### src/hdl/tlpeq_pkg.sv
// tlpeq_pkg: shared types and constants of the three level priority event queue
// holds the transfer payload structs, status codes and controller/datapath bundles
// no dependencies
`default_nettype none

package tlpeq_pkg;

	localparam int LEVEL_DEPTH_DEF = 16;
	localparam int NUM_LEVELS      = 3;
	localparam int COUNT_OUT_W     = 5;
	localparam int STORE_W         = 64;

	// priority levels
	localparam logic [1:0] LVL_HIGH   = 2'd0;
	localparam logic [1:0] LVL_MEDIUM = 2'd1;
	localparam logic [1:0] LVL_LOW    = 2'd2;
	localparam logic [1:0] LVL_NONE   = 2'd3;

	typedef enum logic {
		OP_INSERT  = 1'b0,
		OP_EXECUTE = 1'b1
	} op_t;

	typedef enum logic [1:0] {
		ST_INSERTED = 2'd0,
		ST_DEQUEUED = 2'd1,
		ST_FULL     = 2'd2,
		ST_EMPTY    = 2'd3
	} status_t;

	typedef struct packed {
		logic               op;
		logic [1:0]         level;
		logic [15:0]        device_id;
		logic signed [15:0] sensor_id;
		logic [31:0]        event_value;
	} evt_item_t;

	typedef struct packed {
		logic [1:0]             status;
		logic [1:0]             out_level;
		logic [15:0]            out_device_id;
		logic signed [15:0]     out_sensor_id;
		logic [31:0]            out_value;
		logic [COUNT_OUT_W-1:0] high_count;
		logic [COUNT_OUT_W-1:0] medium_count;
		logic [COUNT_OUT_W-1:0] low_count;
	} res_item_t;

	// controller to datapath
	typedef struct packed {
		logic    load;
		logic    insert;
		logic    dequeue;
		logic    emit;
		status_t status;
	} dp_cmd_t;

	// datapath to controller
	typedef struct packed {
		logic execute;
		logic full;
		logic pending;
	} dp_flags_t;

endpackage

`default_nettype wire

### src/hdl/tlpeq_ram.sv
// tlpeq_ram: generic single write port, single read port ram with registered read
// no dependencies
`default_nettype none

module tlpeq_ram #(
	parameter int WIDTH = 64,
	parameter int DEPTH = 48
) (
	input  wire logic                     clk,
	input  wire logic                     we,
	input  wire logic [$clog2(DEPTH)-1:0] waddr,
	input  wire logic [WIDTH-1:0]         wdata,
	input  wire logic                     re,
	input  wire logic [$clog2(DEPTH)-1:0] raddr,
	output logic      [WIDTH-1:0]         rdata
);

	logic [WIDTH-1:0] mem_q [DEPTH];

	always_ff @(posedge clk) begin
		if (we) begin
			mem_q[waddr] <= wdata;
		end
		if (re) begin
			rdata <= mem_q[raddr];
		end
	end

endmodule

`default_nettype wire

### src/hdl/tlpeq_datapath.sv
// tlpeq_datapath: level pointers, counts, event store and result register
// depends on tlpeq_pkg and tlpeq_ram
`default_nettype none

module tlpeq_datapath
	import tlpeq_pkg::*;
#(
	parameter int LEVEL_DEPTH = LEVEL_DEPTH_DEF
) (
	input  wire logic      clk,
	input  wire logic      arst_n,
	input  wire evt_item_t evt,
	input  wire dp_cmd_t   cmd,
	output dp_flags_t      flags,
	output res_item_t      res
);

	localparam int PTR_W  = $clog2(LEVEL_DEPTH);
	localparam int CNT_W  = $clog2(LEVEL_DEPTH + 1);
	localparam int DEPTH  = NUM_LEVELS * LEVEL_DEPTH;
	localparam int ADDR_W = $clog2(DEPTH);

	logic [PTR_W-1:0] head_q [NUM_LEVELS];
	logic [PTR_W-1:0] tail_q [NUM_LEVELS];
	logic [CNT_W-1:0] cnt_q  [NUM_LEVELS];

	evt_item_t        item_q;
	logic [1:0]       lvl_q;
	logic [1:0]       deq_lvl;
	logic             ram_we;
	logic             ram_re;
	logic [ADDR_W-1:0] waddr;
	logic [ADDR_W-1:0] raddr;
	logic [STORE_W-1:0] wdata;
	logic [STORE_W-1:0] rdata;
	res_item_t        res_q;

	function automatic logic [PTR_W-1:0] next_ptr(input logic [PTR_W-1:0] p);
		return (p == PTR_W'(LEVEL_DEPTH - 1)) ? '0 : p + 1'b1;
	endfunction

	function automatic logic [ADDR_W-1:0] slot_addr(input logic [1:0] l,
		input logic [PTR_W-1:0] p);
		return ADDR_W'(l) * ADDR_W'(LEVEL_DEPTH) + ADDR_W'(p);
	endfunction

	// highest non-empty level wins
	always_comb begin
		priority if (cnt_q[LVL_HIGH] != '0) begin
			deq_lvl = LVL_HIGH;
		end else if (cnt_q[LVL_MEDIUM] != '0) begin
			deq_lvl = LVL_MEDIUM;
		end else begin
			deq_lvl = LVL_LOW;
		end
	end

	always_comb begin
		flags.execute = (item_q.op == OP_EXECUTE);
		flags.full    = (cnt_q[lvl_q] == CNT_W'(LEVEL_DEPTH));
		flags.pending = (cnt_q[LVL_HIGH] != '0) || (cnt_q[LVL_MEDIUM] != '0)
			|| (cnt_q[LVL_LOW] != '0);
		ram_we = cmd.insert;
		ram_re = cmd.dequeue;
		waddr  = slot_addr(lvl_q, tail_q[lvl_q]);
		raddr  = slot_addr(deq_lvl, head_q[deq_lvl]);
		wdata  = {item_q.event_value, item_q.sensor_id, item_q.device_id};
	end

	tlpeq_ram #(
		.WIDTH(STORE_W),
		.DEPTH(DEPTH)
	) u_store (
		.clk  (clk),
		.we   (ram_we),
		.waddr(waddr),
		.wdata(wdata),
		.re   (ram_re),
		.raddr(raddr),
		.rdata(rdata)
	);

	always_ff @(posedge clk or negedge arst_n) begin
		if (!arst_n) begin
			for (int i = 0; i < NUM_LEVELS; i++) begin
				head_q[i] <= '0;
				tail_q[i] <= '0;
				cnt_q[i]  <= '0;
			end
		end else begin
			if (cmd.insert) begin
				tail_q[lvl_q] <= next_ptr(tail_q[lvl_q]);
				cnt_q[lvl_q]  <= cnt_q[lvl_q] + 1'b1;
			end
			if (cmd.dequeue) begin
				head_q[deq_lvl] <= next_ptr(head_q[deq_lvl]);
				cnt_q[deq_lvl]  <= cnt_q[deq_lvl] - 1'b1;
			end
		end
	end

	// payload registers, no reset
	always_ff @(posedge clk) begin
		if (cmd.load) begin
			item_q <= evt;
			// level three is taken as low priority
			lvl_q  <= (evt.level == LVL_NONE) ? LVL_LOW : evt.level;
		end
		if (cmd.dequeue) begin
			lvl_q <= deq_lvl;
		end
		if (cmd.emit) begin
			res_q.status       <= cmd.status;
			res_q.high_count   <= COUNT_OUT_W'(cnt_q[LVL_HIGH]);
			res_q.medium_count <= COUNT_OUT_W'(cnt_q[LVL_MEDIUM]);
			res_q.low_count    <= COUNT_OUT_W'(cnt_q[LVL_LOW]);
			if (cmd.status == ST_DEQUEUED) begin
				res_q.out_level     <= lvl_q;
				res_q.out_device_id <= rdata[15:0];
				res_q.out_sensor_id <= $signed(rdata[31:16]);
				res_q.out_value     <= rdata[63:32];
			end else begin
				res_q.out_level     <= '0;
				res_q.out_device_id <= '0;
				res_q.out_sensor_id <= '0;
				res_q.out_value     <= '0;
			end
		end
	end

	assign res = res_q;

endmodule

`default_nettype wire

### src/hdl/tlpeq_ctrl.sv
// tlpeq_ctrl: sequencing state machine and result valid register
// depends on tlpeq_pkg
`default_nettype none

module tlpeq_ctrl
	import tlpeq_pkg::*;
(
	input  wire logic      clk,
	input  wire logic      arst_n,
	input  wire logic      evt_valid,
	output logic           evt_stall,
	output logic           res_valid,
	input  wire logic      res_stall,
	input  wire dp_flags_t flags,
	output dp_cmd_t        cmd
);

	typedef enum logic [1:0] {
		S_IDLE,
		S_DECIDE,
		S_FINISH
	} state_t;

	state_t  state_q;
	status_t status_q;
	logic    valid_q;
	logic    res_free;

	assign res_free  = !valid_q || !res_stall;
	assign evt_stall = (state_q != S_IDLE);
	assign res_valid = valid_q;

	always_comb begin
		cmd.load    = (state_q == S_IDLE) && evt_valid;
		cmd.insert  = (state_q == S_DECIDE) && !flags.execute && !flags.full;
		cmd.dequeue = (state_q == S_DECIDE) && flags.execute && flags.pending;
		cmd.emit    = (state_q == S_FINISH) && res_free;
		cmd.status  = status_q;
	end

	always_ff @(posedge clk or negedge arst_n) begin
		if (!arst_n) begin
			state_q  <= S_IDLE;
			status_q <= ST_INSERTED;
			valid_q  <= 1'b0;
		end else begin
			// a new result replaces the one leaving in the same cycle
			if (cmd.emit) begin
				valid_q <= 1'b1;
			end else if (valid_q && !res_stall) begin
				valid_q <= 1'b0;
			end
			unique case (state_q)
				S_IDLE: begin
					if (evt_valid) begin
						state_q <= S_DECIDE;
					end
				end
				S_DECIDE: begin
					priority if (flags.execute && flags.pending) begin
						status_q <= ST_DEQUEUED;
					end else if (flags.execute) begin
						status_q <= ST_EMPTY;
					end else if (flags.full) begin
						status_q <= ST_FULL;
					end else begin
						status_q <= ST_INSERTED;
					end
					state_q <= S_FINISH;
				end
				S_FINISH: begin
					if (res_free) begin
						state_q <= S_IDLE;
					end
				end
				default: begin
					state_q <= S_IDLE;
				end
			endcase
		end
	end

endmodule

`default_nettype wire

### src/hdl/three_level_priority_event_queue_unit.sv
// three_level_priority_event_queue_unit: top level of the strict priority event queue
// depends on tlpeq_pkg, tlpeq_ctrl, tlpeq_datapath (which holds tlpeq_ram)
//
// Three bounded FIFOs of LEVEL_DEPTH events each (high, medium, low) share one
// event store ram of 3*LEVEL_DEPTH 64-bit words. An insert transfer appends the
// event to its level (level three counts as low) or reports full; an execute
// transfer pops the oldest event of the highest non-empty level or reports empty.
// Every result carries the three level counts after the step; the event fields
// are zero unless an event was dequeued. Each item passes from transfer in to
// result through the steps accept, decide (pointer update plus ram write or
// read) and finish (registered ram read data lands in the result register). The
// next item is taken the cycle after finish, so the block does not take a new
// item before it is through with the last one. A result waiting in the output
// register does not block the next input transfer; only a result that cannot
// leave the finish step holds things up. The store needs no clearing after
// reset: only written entries are ever read.
`default_nettype none

module three_level_priority_event_queue_unit
	import tlpeq_pkg::*;
#(
	parameter int LEVEL_DEPTH = LEVEL_DEPTH_DEF
) (
	input  wire logic      clk,
	input  wire logic      arst_n,
	// event input channel
	input  wire logic      evt_valid,
	output logic           evt_stall,
	input  wire evt_item_t evt,
	// result channel
	output logic           res_valid,
	input  wire logic      res_stall,
	output res_item_t      res
);

	// command and status bundles between controller and datapath
	dp_cmd_t   cmd;
	dp_flags_t flags;

	// sequencing: idle, decide, finish
	tlpeq_ctrl u_ctrl (
		.clk      (clk),
		.arst_n   (arst_n),
		.evt_valid(evt_valid),
		.evt_stall(evt_stall),
		.res_valid(res_valid),
		.res_stall(res_stall),
		.flags    (flags),
		.cmd      (cmd)
	);

	// pointers, counts, event store and result register
	tlpeq_datapath #(
		.LEVEL_DEPTH(LEVEL_DEPTH)
	) u_datapath (
		.clk   (clk),
		.arst_n(arst_n),
		.evt   (evt),
		.cmd   (cmd),
		.flags (flags),
		.res   (res)
	);

endmodule

`default_nettype wire

### config.mk
export PLATFORM = sky130hd
export DESIGN_NAME = three_level_priority_event_queue_unit
export DESIGN_NICKNAME = d
export VERILOG_FILES = /design/src/hdl/tlpeq_pkg.sv /design/src/hdl/tlpeq_ram.sv /design/src/hdl/tlpeq_datapath.sv /design/src/hdl/tlpeq_ctrl.sv /design/src/hdl/three_level_priority_event_queue_unit.sv
export SDC_FILE = /design/constraint.sdc
export NUM_CORES = 2
export LEC_CHECK = 0
export BUFFER_PORTS_ARGS = -buffer_cell sky130_fd_sc_hd__buf_2
export CAP_MARGIN = 0
export CORE_MARGIN = 2
export CORE_UTILIZATION = 51
export CTS_CLUSTER_DIAMETER = 60
export DETAILED_ROUTE_END_ITERATION = 8
export GPL_ROUTABILITY_DRIVEN = 0
export MAX_ROUTING_LAYER = met4
export PLACE_DENSITY_LB_ADDON = 0.12
export REMOVE_ABC_BUFFERS = 1
export SLEW_MARGIN = 20
export SYNTH_ARGS = -nofsm -noshare
export SYNTH_HDL_FRONTEND = slang
export SYNTH_HIERARCHICAL = 1
export SYNTH_SLANG_ARGS = --single-unit
### constraint.sdc
create_clock -name clk -period 8.55 [get_ports clk]
set_input_delay 1.71 -clock clk [delete_from_list [all_inputs] [get_ports clk]]
set_output_delay 1.71 -clock clk [all_outputs]
set_load 0.02 [all_outputs]
## Word level (Yosys, flattened, before mapping)

Memory sizes are Yosys's and may differ from the RTL's. A register that Yosys moved wholly into a read port is not among the register bits.
Cells that the tools add are included.

| operators by class | value |
|---|---|
| add/sub/neg operators | 6 |
| order comparisons | 4 |
| equal/unequal tests | 9 |
| mux-type cells | 43 |
| bitwise logic cells | 2 |
| reductions and logical operators | 25 |

Operators by type and width:

| kind | number |
|---|---|
| $mux W4 | 8 |
| $bwmux W15 | 2 |
| $mux W15 | 2 |
| $mux W5 | 6 |
| $bwmux W12 | 2 |
| $bmux W5 S2 | 2 |
| $demux W5 S2 | 2 |
| $mux W2 | 10 |
| $bmux W4 S2 | 2 |
| $demux W4 S2 | 2 |
| $reduce_bool A5 Y1 | 3 |
| $add A6 B4 Y6 | 2 |
| $logic_and A1 B1 Y1 | 10 |
| $add A4 B1 Y4 const B | 2 |
| $eq A4 B4 Y1 const B | 2 |
| $ge A3 B3 Y1 const B | 2 |
| $lt A3 B1 Y1 const B | 2 |
| $not A2 Y3 | 2 |
| $pmux W2 S3 | 1 |
| $reduce_bool A2 Y1 | 3 |
| $add A5 B1 Y5 const B | 1 |
| $eq A5 B5 Y1 const B | 1 |
| $sub A5 B1 Y5 const B | 1 |
| $eq A2 B1 Y1 const B | 2 |
| other kinds (8) | 17 |

| storage, ports and cells | value |
|---|---|
| register bits | 194 |
| RAM bits | 3072 |
| bits of input ports | 71 |
| output and inout bits | 85 |
| memories kept | 1 |

Memories:

| memory | words | width | read ports | clocked after Yosys merged registers in | wr ports | RTL line | RTL |
|---|---|---|---|---|---|---|---|
| u_datapath.u_store.mem_q | 48 | 64 | 1 | 1 | 1 | tlpeq_ram.sv:18 | `logic [WIDTH-1:0] mem_q [DEPTH];` |

## Logic depth before layout (Yosys ltp)

| depth | value |
|---|---|
| word-level depth | 10 |
| mapped depth | 15 |

## By module

The synthesis kept the hierarchy.

By module, submodules not included:

| module | times used | cells each | area an instance (um^2) | sequential area each (um^2) |
|---|---|---|---|---|
| tlpeq_ram | 1 | 5157 | 119138.0 | 94170.3 |
| tlpeq_datapath | 1 | 482 | 7365.8 | 5480.3 |
| tlpeq_ctrl | 1 | 23 | 230.2 | 125.1 |

## Worst setup path after synthesis

No wires, ideal clock.

| timing | value |
|---|---|
| kind | reg2reg |
| from | register u_datapath.lvl_q[0] |
| to | memory u_datapath.u_store.mem_q[32][0], enable pin |
| setup time | 0.565 ns |
| arrival | 6.903 ns |
| required time | 7.985 ns |
| path slack | 1.082 ns |
| stages on the path, launching flop included | 13 |
| buffers on the path | 2 |
| clock period less this slack | 7.468 ns |
| cell sequence | edfxtp_1 -> clkbuf_1 -> nor2b_1 -> clkbuf_1 -> o2bb2ai_1 -> inv_1 -> ha_1 -> nand2_1 -> nor3_1 -> nor3_1 -> and3b_1 -> nand2_1 -> nor3_1 |

RTL lines:

| what | RTL line | RTL |
|---|---|---|
| start, declared | tlpeq_datapath.sv:28 | `logic [1:0] lvl_q;` |
| start signal, assigned | tlpeq_datapath.sv:107 | `lvl_q <= (evt.level == LVL_NONE) ? LVL_LOW : evt.level;` |
| start signal, assigned | tlpeq_datapath.sv:110 | `lvl_q <= deq_lvl;` |
| end, declared | tlpeq_ram.sv:18 |  |

==> results.cfg <==
[sta]
finalClockSkew_ns = 0.08390
setup_viol = 0
finalHoldViolCount = 0
rsz0062_at_grt = no
max_freq_mhz = 187.5
setup_ws_ns = 3.216
slew_violations = 0
slew_headroom_pct = 21.22
post-route-period-util_pct = 62.39
tns_ns = 0
fin_crit_ns = 5.334
tightest_slew_ns = 1.180

[pwr]
p_sw_share_pct = 32.05
p_per_area_nw_per_um2 = 350.7
p_int_mw = 34.17
clkPwrFrac_pct = 28.5
switching_power_mw = 16.11
vdd_drop_max_mv = 0.3124
pwr-share-comb_pct = 33.4
p_leak_nw = 45.73
p_total_mw = 50.28
seqPwrFrac_pct = 38.2

[synthesis]
netlist_top_cells_count = edfxtp_1 (3286), mux4_2 (700), mux2i_1 (320)
yosysWarnings = 6
synth_fa_ha_area_share_pct = 0.04936
synth_mux_area_share_pct = 15.09
ys_seq_area_share_pct = 78.73
syn_area_um2 = 126700
synthArstFlopShare_pct = 1.321
synth.most_common_cell = edfxtp_1
syn_avg_cell_area_um2 = 22.38
ys.flop_type = edfxtp_1
synth.distinct_cells = 70
synth_edf_count = 3286
synth_top_area_share_pct = 77.86
yosys.area_share.simple_pct = 1.701
ys_seq_elements = 3330
synth.area.top_cells = edfxtp_1 (78%), mux4_2 (12%), mux2i_1 (2.5%)
synthXorXnorAreaFrac_pct = 0.08194
yosysTopAreaCell = edfxtp_1
synth_compound_area_share_pct = 2.990
synth_top_family_by_area = multiplexers
synth_cells = 5662

[critical_path]
endpoint_kind = flip-flop
required_ns = 9.11
worstSetupStartpointType = flip-flop
worstPathMaxFanout = 38
criticalPathCategory = flip-flop to flip-flop
worst_ep_arrival_time_ns = 5.89

[final_layout]
drive_gt1_share_pct = 26.18
synthToLayoutAreaGrowth_pct = 13.15
stdcell_count = 9714
nNetsFinal = 6186
utilization_pct = 57.83

[clock_network]
path_clk_slew_ns = 0.06
clockBufferDepth = 4
h-tree-depth = 5
cts.repair.resized = 0
cts_buffers = 357
cts_tree = yes
insertion_delay_ns = 1.00
cts_root_buf = clkbuf_16
ctsHoldBuffers = 0
cts_num_sinks = 3330
cts_setup_buffers = 0

[flow_run]
maxCapViolCount = 0

[global_route]
grt_pass1_vias = 61380
grt_pass1_wl_um = 472100
antenna_found_initial = 22
track_usage_pct = 27.48
grt_overflow = 0
grt_max_degree = 124

[floorplanning]
dieHeight_um = 502.5
die_area_um2 = 252500
ios = 156
core_area_um2 = 248000
initial_core_util_pct = 51.11
rows = 183
die_w_um = 502.5

[routing]
vias_per_cell = 6.327
finalWirelength_um = 335300
drt_iter0_markers = 7623
postRouteAntennaNets = 0
drt-pass1-iter-count = 6
num_vias = 61470
drc = 0
post_drt_wl_per_cell_um = 34.52

[placement]
placed_cells = 9081
hpwlAfterDp_um = 185800
portBuffers = 155
place_worst_setup_slack_ns = 3.246

[hold_path]
hold_class = flip-flop to flip-flop

[status]
outcome = finished, final reports clean
-- kinds of logic after synthesis --
logic type	after synthesis
flops	3330
buf+inv	320
fa+ha+maj	5
compound gates	548
xor+xnor	11
mux	1033
simple gates	415
-- per-stage QoR --
stage	cell area [um2]	hold slack, ns
after detailed placement	132700	0.4750
after global placement	132500	0.4591
after floorplan	125000	0.4392
final	143400	0.4861
after global routing	143400	0.5257
after CTS	143400	0.4884
-- final cells by class --
class | instances | area, um2
inverter | 10 | 40.04
antenna | 13 | 32.53
timing repair buffer | 399 | 2980
multi-input combinational | 2012 | 25740
fill | 18010 | 104600
clock inverter | 170 | 1179
tap | 3330 | 4167
sequential | 3330 | 99780
clock buffer | 450 | 9483
-- worst max-delay path, stage by stage (launching register included) --
cell and delay (ns):
edfxtp_1 0.74, nor2b_1 0.78, o2bb2ai_1 0.29, inv_1 0.09
ha_1 0.19, nand2_1 0.05, nor3_1 0.06, nor3_1 0.19
buf_4 0.24, nor2b_1 0.28, nand3_1 0.35, nor2_4 0.25
buf_4 0.61, buf_4 0.72
-- registers in the layout, indices dropped and copies added (netlist names) --
name / count
u_ctrl/res_valid: 1
u_ctrl/state_q: 2
u_ctrl/status_q: 2
u_datapath/cnt_q: 15
u_datapath/flags: 1
u_datapath/head_q: 12
u_datapath/item_q: 64
u_datapath/lvl_q: 2
u_datapath/res: 83
u_datapath/tail_q: 12
u_datapath/u_store/mem_q: 3072
u_datapath/u_store/rdata: 64
-- layer usage --
| layer | wire (um) | part of all wire (%) | track usage [%] | vias up |
|---|---|---|---|---|
| met5 | 0 | 0 | - | - |
| met4 | 10050 | 3.0 | 8.183 | 0 |
| met3 | 24790 | 7.4 | 3.926 | 465 |
| met2 | 164700 | 49 | 43.32 | 2758 |
| met1 | 135800 | 40 | 37.76 | 33350 |
| li1 | - | - | - | 24890 |
-- cells in the final DEF, fill, tap and decap left out, drive strengths merged, types with 17 or more instances in the layout --
| cell type | instances |
|---|---|
| a211o | 30 |
| a21oi | 93 |
| a22o | 17 |
| a22oi | 72 |
| and2 | 99 |
| buf | 399 |
| clkbuf | 450 |
| clkinv | 140 |
| dfrtp | 44 |
| edfxtp | 3286 |
| mux2i | 320 |
| mux4 | 700 |
| nand2 | 98 |
| nand3 | 26 |
| nor2 | 90 |
| o211ai | 32 |
| o21ai | 63 |
| o221ai | 37 |
| o22ai | 107 |
| o31ai | 36 |
| or3 | 31 |
-- power by group through the flow --
stage	Sequential [mW]	Clock, mW	Combinational (mW)
final	19.2	14.3	16.8
after global routing	19.2	15.2	17.7
after CTS	19.2	14.5	17.0
after detailed placement	19.5	0	17.0
after global placement	19.5	0	16.8
after floorplan	19.7	0	8.67
-- final timing paths --
kind / from / endpoint / slack, ns / cells after the start
setup reg to reg: u_datapath/lvl_q[0]$_DFFE_PP_ / u_datapath/u_store/mem_q[45][2]$_DFFE_PP_ / 3.22 / 13
setup / recovery: u_datapath/lvl_q[0]$_DFFE_PP_ / u_datapath/u_store/mem_q[45][2]$_DFFE_PP_ / 3.22 / 13
hold / removal: u_datapath/tail_q[11]$_DFFE_PN0P_ / u_datapath/tail_q[11]$_DFFE_PN0P_ / 0.49 / 2
max in group asynchronous: arst_n / u_datapath/tail_q[10]$_DFFE_PN0P_ / 7.36 / 1
hold reg to reg: u_datapath/tail_q[11]$_DFFE_PN0P_ / u_datapath/tail_q[11]$_DFFE_PN0P_ / 0.49 / 2
min in group asynchronous: arst_n / u_datapath/cnt_q[1]$_DFF_PN0_ / 0.79 / 1
Power figures use the tool's default switching activity.
